`src/rtl/nlsw_pkg.sv`:
```
package nlsw_pkg;

  localparam int LINE_CAPACITY_DEF = 48;

  localparam int HDR_LEN  = 9;
  localparam int TAIL_LEN = 5;
  localparam int POS_W    = 4;

  localparam logic [7:0] NL_BYTE     = 8'h0A;
  localparam logic [7:0] CR_BYTE     = 8'h0D;
  localparam logic [7:0] STAR_BYTE   = 8'h2A;
  localparam logic [7:0] APOS_BYTE   = 8'h27;
  localparam logic [7:0] DOLLAR_BYTE = 8'h24;

  // Tail positions after the payload.
  localparam logic [POS_W-1:0] TAIL_STAR = 4'd0;
  localparam logic [POS_W-1:0] TAIL_HI   = 4'd1;
  localparam logic [POS_W-1:0] TAIL_LO   = 4'd2;
  localparam logic [POS_W-1:0] TAIL_CR   = 4'd3;
  localparam logic [POS_W-1:0] TAIL_LF   = 4'd4;

  typedef struct packed {
    logic [7:0] data;
    logic       last;
  } out_item_t;

  // Fixed sentence header (talker, type and message field), one byte per index.
  function automatic logic [7:0] hdr_byte(input logic [POS_W-1:0] idx);
    logic [7:0] b;
    case (idx)
      4'd0:    b = 8'h50;
      4'd1:    b = 8'h4D;
      4'd2:    b = 8'h56;
      4'd3:    b = 8'h52;
      4'd4:    b = 8'h2C;
      4'd5:    b = 8'h4D;
      4'd6:    b = 8'h53;
      4'd7:    b = 8'h47;
      4'd8:    b = 8'h2C;
      default: b = 8'h2C;
    endcase
    return b;
  endfunction

  function automatic logic [7:0] hex_digit(input logic [3:0] d);
    logic [7:0] b;
    if (d < 4'd10) begin
      b = 8'h30 + {4'd0, d};
    end else begin
      b = 8'h37 + {4'd0, d};
    end
    return b;
  endfunction

endpackage

```
`src/rtl/nlsw_out_stage.sv`:
```
module nlsw_out_stage (
  input  logic              clk,
  input  logic              rst_n,
  input  logic              push_valid,
  input  nlsw_pkg::out_item_t push_item,
  output logic              push_ready,
  output logic              out_tvalid,
  input  logic              out_tready,
  output logic [7:0]        out_tdata,   // out_byte[7:0]
  output logic              out_tlast    // last_of_run
);
  import nlsw_pkg::*;

  out_item_t  buf_r [2];
  logic       wr_ptr_r, wr_ptr_nxt;
  logic       rd_ptr_r, rd_ptr_nxt;
  logic [1:0] cnt_r, cnt_nxt;
  logic       do_push, do_pop;

  assign push_ready = (cnt_r != 2'd2);
  assign out_tvalid = (cnt_r != 2'd0);
  assign out_tdata  = buf_r[rd_ptr_r].data;
  assign out_tlast  = buf_r[rd_ptr_r].last;

  assign do_push = push_valid && push_ready;
  assign do_pop  = out_tvalid && out_tready;

  always_comb begin
    wr_ptr_nxt = do_push ? ~wr_ptr_r : wr_ptr_r;
    rd_ptr_nxt = do_pop ? ~rd_ptr_r : rd_ptr_r;
    cnt_nxt    = cnt_r + {1'b0, do_push} - {1'b0, do_pop};
  end

  always_ff @(posedge clk) begin
    if (!rst_n) begin
      wr_ptr_r <= 1'b0;
      rd_ptr_r <= 1'b0;
      cnt_r    <= 2'd0;
    end else begin
      wr_ptr_r <= wr_ptr_nxt;
      rd_ptr_r <= rd_ptr_nxt;
      cnt_r    <= cnt_nxt;
    end
  end

  always_ff @(posedge clk) begin
    if (do_push) begin
      buf_r[wr_ptr_r] <= push_item;
    end
  end

endmodule

```
`src/rtl/nmea_line_sentence_wrapper.sv`:
```
// Byte stream to NMEA 0183 sentence framer. With wrap_enable low every input
// item is forwarded as one output item with tlast set, one item per cycle as
// long as the output side keeps up. With wrap_enable high, bytes are collected
// in a line memory of LINE_CAPACITY-1 entries (one item per cycle, extra bytes
// are dropped) and a newline turns the line into "$<header><payload>*HH<CR><LF>",
// where '*' in the payload becomes an apostrophe and HH is the XOR checksum.
// While a sentence is sent the input is stalled: the header and tail bytes are
// pushed one by one, each payload byte takes a memory read and then an output
// push, and output back-pressure adds to the stall. A trailing CR before the
// newline is discarded, and an empty line produces nothing. Writing the
// configuration channel sets the mode and empties the line memory.
module nmea_line_sentence_wrapper #(
  parameter int LINE_CAPACITY = nlsw_pkg::LINE_CAPACITY_DEF
) (
  input  logic       clk,
  input  logic       rst_n,
  input  logic       in_tvalid,
  output logic       in_tready,
  input  logic [7:0] in_tdata,     // in_byte[7:0]
  output logic       out_tvalid,
  input  logic       out_tready,
  output logic [7:0] out_tdata,    // out_byte[7:0]
  output logic       out_tlast,    // last_of_run
  input  logic       cfg_valid,
  output logic       cfg_ready,
  input  logic       cfg_data      // wrap_enable
);
  import nlsw_pkg::*;

  localparam int DEPTH = LINE_CAPACITY - 1;
  localparam int CNT_W = $clog2(LINE_CAPACITY);
  localparam int IDX_W = (DEPTH > 1) ? $clog2(DEPTH) : 1;

  typedef enum logic [4:0] {
    S_IDLE = 5'b00001,
    S_HDR  = 5'b00010,
    S_RD   = 5'b00100,
    S_PAY  = 5'b01000,
    S_TAIL = 5'b10000
  } state_t;

  state_t           state_r, state_nxt;
  logic             wrap_r, wrap_nxt;
  logic [CNT_W-1:0] count_r, count_nxt;
  logic             last_cr_r, last_cr_nxt;
  logic [CNT_W-1:0] len_r, len_nxt;
  logic [CNT_W-1:0] addr_r, addr_nxt;
  logic [POS_W-1:0] pos_r, pos_nxt;
  logic [7:0]       sum_r, sum_nxt;

  logic [7:0]       mem [DEPTH];
  logic [7:0]       mem_q_r;
  logic             mem_we, mem_re;

  logic             in_acc, cfg_acc;
  logic             push_valid, push_ready;
  out_item_t        push_item;
  logic [7:0]       pay_byte;
  logic [CNT_W-1:0] line_len;

  assign cfg_ready = 1'b1;
  assign cfg_acc   = cfg_valid && cfg_ready;
  assign in_tready = (state_r == S_IDLE) && (wrap_r || push_ready);
  assign in_acc    = in_tvalid && in_tready;

  assign mem_we   = in_acc && wrap_r && (in_tdata != NL_BYTE) && (count_r < CNT_W'(DEPTH));
  assign mem_re   = (state_r == S_RD);
  assign pay_byte = (mem_q_r == STAR_BYTE) ? APOS_BYTE : mem_q_r;
  // A final CR is only taken off the length when the line holds at least one byte.
  assign line_len = count_r - {{(CNT_W-1){1'b0}}, (last_cr_r && (count_r != '0))};

  always_comb begin
    state_nxt   = state_r;
    wrap_nxt    = wrap_r;
    count_nxt   = count_r;
    last_cr_nxt = last_cr_r;
    len_nxt     = len_r;
    addr_nxt    = addr_r;
    pos_nxt     = pos_r;
    sum_nxt     = sum_r;
    push_valid  = 1'b0;
    push_item   = '{data: in_tdata, last: 1'b1};

    case (state_r)
      S_IDLE: begin
        if (in_acc) begin
          if (!wrap_r) begin
            push_valid = 1'b1;
          end else if (in_tdata != NL_BYTE) begin
            if (mem_we) begin
              count_nxt   = count_r + 1'b1;
              last_cr_nxt = (in_tdata == CR_BYTE);
            end
          end else begin
            count_nxt = '0;
            if (line_len != '0) begin
              len_nxt   = line_len;
              pos_nxt   = '0;
              sum_nxt   = 8'h00;
              state_nxt = S_HDR;
            end
          end
        end
      end
      S_HDR: begin
        push_valid = 1'b1;
        push_item  = '{data: (pos_r == '0) ? DOLLAR_BYTE : hdr_byte(pos_r - 1'b1),
                       last: 1'b0};
        if (push_ready) begin
          if (pos_r != '0) begin
            sum_nxt = sum_r ^ push_item.data;
          end
          if (pos_r == POS_W'(HDR_LEN)) begin
            addr_nxt  = '0;
            state_nxt = S_RD;
          end else begin
            pos_nxt = pos_r + 1'b1;
          end
        end
      end
      S_RD: begin
        state_nxt = S_PAY;
      end
      S_PAY: begin
        push_valid = 1'b1;
        push_item  = '{data: pay_byte, last: 1'b0};
        if (push_ready) begin
          sum_nxt  = sum_r ^ pay_byte;
          addr_nxt = addr_r + 1'b1;
          if (addr_nxt == len_r) begin
            pos_nxt   = TAIL_STAR;
            state_nxt = S_TAIL;
          end else begin
            state_nxt = S_RD;
          end
        end
      end
      S_TAIL: begin
        push_valid = 1'b1;
        case (pos_r)
          TAIL_STAR: push_item = '{data: STAR_BYTE, last: 1'b0};
          TAIL_HI:   push_item = '{data: hex_digit(sum_r[7:4]), last: 1'b0};
          TAIL_LO:   push_item = '{data: hex_digit(sum_r[3:0]), last: 1'b0};
          TAIL_CR:   push_item = '{data: CR_BYTE, last: 1'b0};
          default:   push_item = '{data: NL_BYTE, last: 1'b1};
        endcase
        if (push_ready) begin
          if (pos_r == POS_W'(TAIL_LEN - 1)) begin
            state_nxt = S_IDLE;
          end else begin
            pos_nxt = pos_r + 1'b1;
          end
        end
      end
      default: begin
        state_nxt = S_IDLE;
      end
    endcase

    if (cfg_acc) begin
      wrap_nxt  = cfg_data;
      count_nxt = '0;
    end
  end

  always_ff @(posedge clk) begin
    if (!rst_n) begin
      state_r   <= S_IDLE;
      wrap_r    <= 1'b0;
      count_r   <= '0;
      last_cr_r <= 1'b0;
    end else begin
      state_r   <= state_nxt;
      wrap_r    <= wrap_nxt;
      count_r   <= count_nxt;
      last_cr_r <= last_cr_nxt;
    end
  end

  always_ff @(posedge clk) begin
    len_r  <= len_nxt;
    addr_r <= addr_nxt;
    pos_r  <= pos_nxt;
    sum_r  <= sum_nxt;
  end

  always_ff @(posedge clk) begin
    if (mem_we) begin
      mem[count_r[IDX_W-1:0]] <= in_tdata;
    end
    if (mem_re) begin
      mem_q_r <= mem[addr_r[IDX_W-1:0]];
    end
  end

  nlsw_out_stage u_out_stage (
    .clk        (clk),
    .rst_n      (rst_n),
    .push_valid (push_valid),
    .push_item  (push_item),
    .push_ready (push_ready),
    .out_tvalid (out_tvalid),
    .out_tready (out_tready),
    .out_tdata  (out_tdata),
    .out_tlast  (out_tlast)
  );

endmodule
```
`config.mk`:
```
export PLATFORM = sky130hd
export DESIGN_NAME = nmea_line_sentence_wrapper
export DESIGN_NICKNAME = d
export VERILOG_FILES = /design/src/rtl/nlsw_pkg.sv /design/src/rtl/nlsw_out_stage.sv /design/src/rtl/nmea_line_sentence_wrapper.sv
export SDC_FILE = /design/constraint.sdc
export NUM_CORES = 1
export LEC_CHECK = 0
export BUFFER_PORTS_ARGS = -buffer_cell sky130_fd_sc_hd__clkbuf_2
export CAP_MARGIN = 10
export CORE_MARGIN = 2
export CORE_UTILIZATION = 40
export CTS_CLUSTER_SIZE = 20
export DETAILED_ROUTE_END_ITERATION = 16
export PLACE_DENSITY = 0.52
export SYNTH_ARGS = -nofsm -noshare
export SYNTH_HDL_FRONTEND = slang
export SYNTH_HIERARCHICAL = 1
export SYNTH_SLANG_ARGS = --single-unit
export TNS_END_PERCENT = 5
```
`constraint.sdc`:
```
create_clock -name clk -period 11.35 [get_ports clk]
set_clock_uncertainty 0.05 [all_clocks]
set_input_delay 2.27 -clock clk [delete_from_list [all_inputs] [get_ports clk]]
set_output_delay 2.27 -clock clk [all_outputs]
set_load 0.01 [all_outputs]
```
==> flow_summary.toml, run 1 <==
[status]
status = "finished clean"

[grt]
grt_max_degree = 102
first_global_vias = 9969
gr-usage-all-layers = 0.186
antenna_found_initial = 0
grt_overflow = 0
grt_pass1_wl_um = 65700

[place]
numPortBuffers = 24
dpl.hpwl_um = 27000
gp_congestion = 0.825
dp_slack_ns = 5.68
place_area_mm2 = 0.0195

[critical_path]
crit_path_start_kind = "input port"
crit_family = "simple AND/OR/NAND/NOR gates"
cp_slowest_cell = "nor3_1"
worstSetupPathType = "input port to register"
r2r_setup_slack_ns = 7.41
cp_max_fo = 49
critPathCaptureType = "register"
worstPathRequired_ns = 11.49
critPathLaunch = "in_tdata[4]"
crit_buf_inv = 3
slowest_delay_ns = 1.01
rr_startpoint = "count_r[4]"
path_cells = "clkbuf_2 > buf_4 > or4b_1 > nor3_2 > nor3_2 > buf_4 > nand4_1 > nor3_1"
arrival_ns = 5.22

[routing]
vias_per_cell = 5.58
drcViolationCount = 0
antenna_left = 0
drt_iter0_drc = 886
wl_per_cell_um = 24.7
wl_um = 43600
vias = 9828
firstDrtPassIters = 7

[layout]
drive_above_1_share = 0.203
nFillCells = 3972
multi_input_area_mm2 = 0.00525
fin_area_mm2 = 0.0210
seqCellArea_mm2 = 0.0132
num_antenna_cells = 0
nets = 1152
area_growth_pct = 11.8
utilization = 0.452

[clock_tree]
postCtsHoldBufs = 0
cts_sinks = 444
cts_tree = "done"
post_cts_resized = 0
cts_buffer_depth = 3
postCtsSetupRepairBufs = 0
cts.clk_slew.worst_paths_ns = 0.05
clk_latency_ns = 0.58
htreeDepth = 2
clockRootBuffer = "clkbuf_16"
cts_buffers = 46

[timing]
hold_viol = 0
report.final.slew_viol_count = 0
timing.fmax_ghz = 0.197
finalWorstSetupSlack_ns = 6.28
rsz0062_at_grt = "no"
relSlewSlack = 0.186
tns_ns = 0
period_needed_ns = 5.07
setup_viol = 0
timing.final.crit_share = 0.447
tightestPinTransition_ns = 1.22

[worst_hold_path]
min_from = "u_out_stage/wr_ptr_r"
hold_path_class = "register to register"

[synth]
synth.distinct_cells = 81
ys_seq_area_frac = 0.702
ys_warn_count = 6
ys.flop_type = "edfxtp_1"
ys_ff_latch = 444
postSynthAreaPerCell_um2 = 17.1
synthesis.area_mm2 = 0.0187
synth_edf_count = 426
syn-instance-count = 1095
async_flop_share = 0
synthesis.nets = 1124

[flow_run]
max-cap-violations = 0

[power]
ir_drop_v = 0.000106
power.density_mw_per_mm2 = 179
power_mw = 3.74
total_leakage_power_nw = 6.83

[floorplan]
initial_core_util = 0.404
dieArea_mm2 = 0.0486
core-area_mm2 = 0.0464
die_w_um = 220
io_pins = 26
fp.dieH_um = 220
num_rows = 79
worst register-to-register path, stage by stage (launching register included):
cell	delay [ns]
dfxtp_1	0.31
buf_4	0.24
clkinv_1	0.38
a41oi_1	0.34
ha_1	0.25
or3b_2	0.45
a32oi_1	0.31
o41ai_2	0.12
and2_1	0.22
a2111oi_2	0.89
worst paths after layout:
kind / endpoint / cells past startpoint
worst max register to register: sum_r[2] / 9
worst max-delay path: mem[13][2] / 8
worst min register to register: u_out_stage/wr_ptr_r / 2
worst min-delay path: u_out_stage/wr_ptr_r / 2
where the power goes:
part,switching (mW),internal (mW),leakage [nW]
combinational,0.221,0.151,2.17
clock,0.613,0.843,0.685
sequential,0.0638,1.85,3.98
total,0.898,2.85,6.83
state kept, by name, summed over array words and instances, names as in the netlist, 2 cells and up, named ones only:
signal and flops:
sum_r 8, pos_r 4, addr_r 6, state_r 5
u_out_stage/buf_r 18, len_r 6, count_r 6, u_out_stage/cnt_r 2
mem_q_r 8, mem 376
layout make-up:
| cell class | instances | area share |
|---|---|---|
| Multi-Input combinational cell | 564 | 0.250 |
| Sequential cell | 444 | 0.628 |
| Inverter | 21 | 0.00376 |
| Clock buffer | 55 | 0.0575 |
| Tap cell | 607 | 0.0362 |
| Timing Repair Buffer | 46 | 0.0142 |
| Clock inverter | 24 | 0.0103 |
cells in the final DEF, fill, tap and decap left out, types with 8 or more instances in the layout:
cell / n
a21oi_1: 42
a22oi_1: 34
and2_1: 11
buf_4: 21
clkbuf_1: 8
clkbuf_16: 47
clkbuf_2: 24
clkinv_1: 13
dfxtp_1: 18
edfxtp_1: 426
ha_1: 15
inv_1: 20
mux2_2: 11
mux2i_1: 13
mux4_2: 96
nand2_1: 63
nand3_1: 14
nor2_1: 63
nor2b_1: 14
nor3_1: 12
o21ai_0: 36
xnor2_1: 13
layer usage:
metal | track usage | wire, um
met1 | 0.265 | 19800
met2 | 0.290 | 20400
met3 | 0.0289 | 2020
met4 | 0.0694 | 1300
met5 | 0 | 0
kinds of logic (layout without fill, tap and decap cells):
group,count (synthesis),after routing,share of synthesized area
compound gates,178,178,0.0643
xor+xnor,23,23,0.0131
fa+ha+maj,15,15,0.0100
other cells,1,1,0.000200
mux,120,120,0.129
flops,444,444,0.702
buf+inv,87,146,0.0200
simple gates,227,227,0.0618
synth_stat cells (14+ instances only):
master    instances  area share
edfxtp_1        426        0.68
mux4_2           96        0.12
nand2_1          63       0.013
nor2_1           63       0.013
a21oi_1          42       0.011
o21ai_0          36      0.0096
a22oi_1          34       0.014
clkbuf_1         33      0.0066
buf_2            21      0.0056
inv_1            20      0.0040
dfxtp_1          18       0.019
ha_1             15       0.010
nand3_1          14      0.0037
nor2b_1          14      0.0047
metrics by stage:
stage	hold WS [ns]	std cells
6_report	0.443	1761
5_1_grt	0.476	1761
4_1_cts	0.445	1760
3_5_place_dp	0.434	1681
3_3_place_gp	0.419	1681
2_1_floorplan	0.405	1095
(Power assumes the default switching activity.)
==> run 2, diff against run 1 <==
ABC_AREA = 1   (was default)
PLACE_DENSITY = 0.54   (was 0.52)
clock period = 4.5 ns   (was 11.35 ns; I/O delays follow)
==> flow_summary.toml, run 2 <==
[status]
status = "finished clean"

[power]
pwr-share-seq = 0.523
pwr-share-clk = 0.441
p_int_mw = 6.93
pwr-share-comb = 0.036
power.density_mw_per_mm2 = 412
power_mw = 8.79
swShare = 0.211
ir_drop_v = 0.000193
total_leakage_power_nw = 7.45
p_sw_mw = 1.86

[floorplan]
dieArea_mm2 = 0.0495
io_pins = 26
core-area_mm2 = 0.0474
fp.dieH_um = 223
num_rows = 80
die_w_um = 223
initial_core_util = 0.403

[critical_path]
r2r_setup_slack_ns = 1.13
path_common_cell = "nand2_1"
crit_path_start_kind = "register"
reg2reg_to = "pos_r[3]"
slowest_delay_ns = 0.73
path_cells = "inv_1 > ha_1 > nand3_1 > nand2_1 > inv_1 > ha_1 > ha_1 > nand2_1 > nand2_1 > nand2_1 > nand2_1 > nor2_1 > nand3_1 > nand3_1 > nor3b_1"
rr_worst_depth = 15
worstPathRequired_ns = 4.66
arrival_ns = 3.53
worstSetupPathType = "register to register"
cp_max_fo = 11
critPathCaptureType = "register"
cp_slowest_cell = "nor3b_1"
rr_startpoint = "count_r[0]"

[synth]
yosys.area.top_type = "edfxtp_1"
ys_seq_area_frac = 0.688
syn-instance-count = 1720
synth_top_area_share = 0.670
async_flop_share = 0
synth_edf_count = 426
postSynthAreaPerCell_um2 = 11.1
synthesis.area_mm2 = 0.0191
synthesis.nets = 1749
ys_warn_count = 6
ys_top_cells_by_count = "edfxtp_1, nand2_1, nor2_1, o21ai_0, inv_1"
synth.distinct_cells = 44
ys.flop_type = "edfxtp_1"
ys_ff_latch = 444
yosysMostFrequentCell = "edfxtp_1"
ys_top_cells_by_area = "edfxtp_1, nand2_1, nor2_1, o21ai_0, a21oi_1"

[worst_hold_path]
min_from = "state_r[4]"
hold_path_end = "state_r[4]"
hold_depth = 2
hold_path_class = "register to register"

[clock_tree]
clockRootBuffer = "clkbuf_16"
cts_buffer_depth = 3
cts_sinks = 444
cts_tree = "done"
post_cts_resized = 0
cts_buffers = 46
cts.clk_slew.worst_paths_ns = 0.06
postCtsSetupRepairBufs = 0
htreeDepth = 2
postCtsHoldBufs = 0
clk_latency_ns = 0.59

[layout]
stdcell_count = 2383
fin_area_mm2 = 0.0214
area_growth_pct = 11.8
largest_reg_flops = 376
nets = 1760
final_cell_mix = "edfxtp_1, nand2_1, nor2_1"
drive_above_1_share = 0.0860
num_antenna_cells = 0
mostFrequentLayoutCell = "edfxtp_1"

[timing]
timing.final.crit_share = 0.749
tns_ns = 0
whs_ns = 0.458
timing.fmax_ghz = 0.297
hold_viol = 0
rsz0062_at_grt = "no"
tightestPinTransition_ns = 1.01
period_needed_ns = 3.37
relSlewSlack = 0.329
setup_viol = 0
report.final.slew_viol_count = 0

[routing]
antenna_left = 0
vias = 12915
firstDrtPassIters = 5
vias_per_cell = 5.42
wl_per_cell_um = 21.4
wl_um = 51100
drcViolationCount = 0
drt_iter0_drc = 1280

[place]
place_area_mm2 = 0.0198
dp.cells = 2297
numPortBuffers = 24
dpl.hpwl_um = 31200
gp_congestion = 0.885

[flow_run]
max-cap-violations = 0

[grt]
antenna_found_initial = 0
grt_overflow = 0
gr-usage-all-layers = 0.207
grt_max_degree = 188
grt_pass1_wl_um = 77300
first_global_vias = 12523
run 2: cell types whose count changed after synthesis, sizes merged, moves of 13 or more:
cell / before / now
a211oi: 2 / 17
a21oi: 42 / 74
a22oi: 34 / 2
inv: 20 / 83
mux2i: 13 / 0
mux4: 96 / 0
nand2: 63 / 406
nand3: 16 / 68
nor2: 63 / 251
nor2b: 14 / 0
o2111ai: 2 / 16
o21ai: 36 / 136
o22ai: 3 / 48
run 2: cell type report:
cell class | count | area (um^2)
clock buffer | 49 | 1180
clock inverter | 36 | 363
fill | 4425 | 26100
inverter | 86 | 325
multi-input combinational | 1106 | 5240
sequential | 444 | 13200
tap | 615 | 769
timing repair buffer | 47 | 318
run 2: how the worst max path moves through the flow:
stage / cells past startpoint / slack, ns / to / start
after global routing: 16 / 0.75 / u_out_stage/cnt_r[1] / state_r[0]
final: 15 / 1.13 / pos_r[3] / count_r[0]
after CTS: 10 / 1.12 / pos_r[3] / addr_r[0]
after global placement: 9 / 0.82 / mem[45][1] / in_tdata[2]
after floorplan: 16 / 1.70 / pos_r[0] / count_r[0]
after detailed placement: 9 / 0.73 / mem[45][6] / in_tdata[2]
run 2: through the flow:
| step | util | setup slack, ns |
|---|---|---|
| 2_1_floorplan | - | 1.70 |
| 3_3_place_gp | 0.417 | 0.821 |
| 3_5_place_dp | 0.417 | 0.730 |
| 4_1_cts | 0.450 | 1.12 |
| 5_1_grt | 0.450 | 0.749 |
| 6_report | 0.450 | 1.13 |
run 2: cell families after synthesis:
family / count (synthesis) / synth area share
buffers and inverters: 170 / 0.0373
multiplexers: 9 / 0.00707
adder cells (fa/ha/maj): 15 / 0.00982
AND/OR/NAND/NOR: 765 / 0.161
flip-flops: 444 / 0.688
AO/OA/AOI/OAI: 307 / 0.0914
other: 1 / 0.000196
XOR/XNOR: 9 / 0.00452
run 2: critical path: cells and delay by family (launching register included):
| kind | cells | cell delay (ns) |
|---|---|---|
| flip-flops | 1 | 0.54 |
| AND/OR/NAND/NOR | 10 | 1.41 |
| adder cells (fa/ha/maj) | 3 | 0.73 |
| buffers and inverters | 2 | 0.26 |
run 2: power groups by stage:
stage / clock network, mW / registers, mW / logic [mW]
CTS: 3.95 / 4.60 / 0.325
finish: 3.87 / 4.60 / 0.319
floorplan: 0 / 4.67 / 0.181
global placement: 0 / 4.69 / 0.322
global route: 4.10 / 4.60 / 0.352
detailed placement: 0 / 4.69 / 0.325
run 2: routing by layer:
metal	global-route usage	share of wire	vias up
met5	0	0	-
met4	0.0914	0.040	0
met3	0.0335	0.068	102
met2	0.318	0.45	464
met1	0.292	0.44	6268
li1	-	-	6081
==> run 3, diff against run 2 <==
PLACE_DENSITY = 0.52   (was 0.54)
clock period = 3.5 ns   (was 4.5 ns; I/O delays follow)
==> flow_summary.toml, run 3 (same netlist as run 2, synthesis figures left out) <==
[critical_path]
rr_startpoint = "count_r[0]"
r2r_setup_slack_ns = 0.34
critPathCaptureType = "register"
worstPathRequired_ns = 3.65
crit_path_start_kind = "register"
rr_worst_depth = 15
worstSetupPathType = "register to register"
cp_max_fo = 11
reg2reg_to = "sum_r[7]"
arrival_ns = 3.32

[grt]
grt_pass1_wl_um = 77900
grt_overflow = 0
antenna_found_initial = 0
gr-usage-all-layers = 0.211
grt_max_degree = 111
first_global_vias = 12332

[worst_hold_path]
hold_path_end = "wrap_r"
hold_path_class = "input port to register"
min_from = "cfg_data"
hold_depth = 3

[layout]
mostFrequentLayoutCell = "edfxtp_1"
num_antenna_cells = 0
nets = 1805
final_cell_mix = "edfxtp_1, nand2_1, nor2_1"
area_growth_pct = 13.7
drive_above_1_share = 0.104
largest_reg_flops = 376

[clock_tree]
postCtsSetupRepairBufs = 0
clockRootBuffer = "clkbuf_16"
cts_sinks = 444
postCtsHoldBufs = 0
post_cts_resized = 0
cts.clk_slew.worst_paths_ns = 0.06
cts_tree = "done"
htreeDepth = 2
cts_buffers = 48
cts_buffer_depth = 3
clk_latency_ns = 0.59

[floorplan]
dieArea_mm2 = 0.0495
io_pins = 26
num_rows = 80
fp.dieH_um = 223
core-area_mm2 = 0.0474
die_w_um = 223
initial_core_util = 0.403

[routing]
vias_per_cell = 5.31
antenna_left = 0
firstDrtPassIters = 5
drt_iter0_drc = 1197
vias = 12886
drcViolationCount = 0
wl_per_cell_um = 21.3
wl_um = 51800

[timing]
relSlewSlack = 0.445
report.final.slew_viol_count = 0
rsz0062_at_grt = "no"
period_needed_ns = 3.16
tns_ns = 0
timing.final.crit_share = 0.904
hold_viol = 0
tightestPinTransition_ns = 0.831
timing.fmax_ghz = 0.316
setup_viol = 0

[power]
p_int_mw = 9.06
ir_drop_v = 0.000429
pwr-share-seq = 0.518
power.density_mw_per_mm2 = 526
p_sw_mw = 2.37
total_leakage_power_nw = 7.72
power_mw = 11.4
pwr-share-clk = 0.447
pwr-share-comb = 0.035
swShare = 0.207

[place]
gp_congestion = 0.861
numPortBuffers = 24
dpl.hpwl_um = 32400

[status]
status = "finished clean"

[flow_run]
max-cap-violations = 0
[run 3: cell count changes in the layout (fill, tap and decap cells not counted), moves of 2 or more]
cell / delta
buf_4: +43
clkbuf_1: +11
clkbuf_16: +3
clkbuf_8: +3
clkinv_1: -2
clkinv_2: -3
clkinvlp_4: -6
[run 3: metrics by stage]
stage | cell area (um^2) | hold WS [ns] | cells | setup WS [ns] | utilization
floorplan | 19100 | 0.394 | 1720 | 0.702 | -
global placement | 20100 | 0.435 | 2341 | 0.396 | 0.425
detailed placement | 20100 | 0.427 | 2341 | 0.341 | 0.425
CTS | 21700 | 0.308 | 2429 | 0.332 | 0.458
global route | 21700 | 0.342 | 2429 | 0.0541 | 0.458
finish | 21700 | 0.356 | 2429 | 0.336 | 0.458
[run 3: worst max path at each step]
| stage | end | cells past startpoint | slack (ns) | start |
|---|---|---|---|---|
| floorplan | pos_r[0] | 16 | 0.70 | count_r[0] |
| global placement | mem[5][4] | 10 | 0.40 | in_tdata[0] |
| detailed placement | sum_r[1] | 15 | 0.34 | count_r[0] |
| CTS | sum_r[4] | 15 | 0.33 | count_r[0] |
| global route | sum_r[7] | 15 | 0.05 | count_r[0] |
| finish | sum_r[7] | 15 | 0.34 | count_r[0] |
[run 3: critical path, stage by stage, from the launching register on]
cell and delay, ns:
dfxtp_1 0.53, inv_1 0.20, ha_1 0.24, nand3_1 0.08, nand2_1 0.05, inv_1 0.05
ha_1 0.23, ha_1 0.24, nand2_1 0.07, nand2_1 0.07, nand2_1 0.06, nand2_1 0.06
nor2_1 0.05, nand3_1 0.09, nand3_1 0.18, nor2_1 0.56
[run 3: area by class of cell]
| class | count | area, um^2 |
|---|---|---|
| clock buffer | 66 | 1340 |
| clock inverter | 22 | 240 |
| fill | 4463 | 25700 |
| inverter | 86 | 325 |
| multi-input combinational | 1106 | 5240 |
| sequential | 444 | 13200 |
| tap | 615 | 769 |
| timing repair buffer | 90 | 653 |
[run 3: metal layers]
layer	global-route usage	routed length (um)
met3	0.0372	2790
met1	0.300	23800
met2	0.333	24000
met5	0	0
met4	0.0572	1230
[run 3: power by group through the flow]
stage	combinational (mW)	sequential, mW	clock, mW
global placement	0.410	6.02	0
floorplan	0.233	6.01	0
global route	0.447	5.92	5.39
CTS	0.416	5.91	5.20
finish	0.405	5.91	5.11
detailed placement	0.415	6.03	0
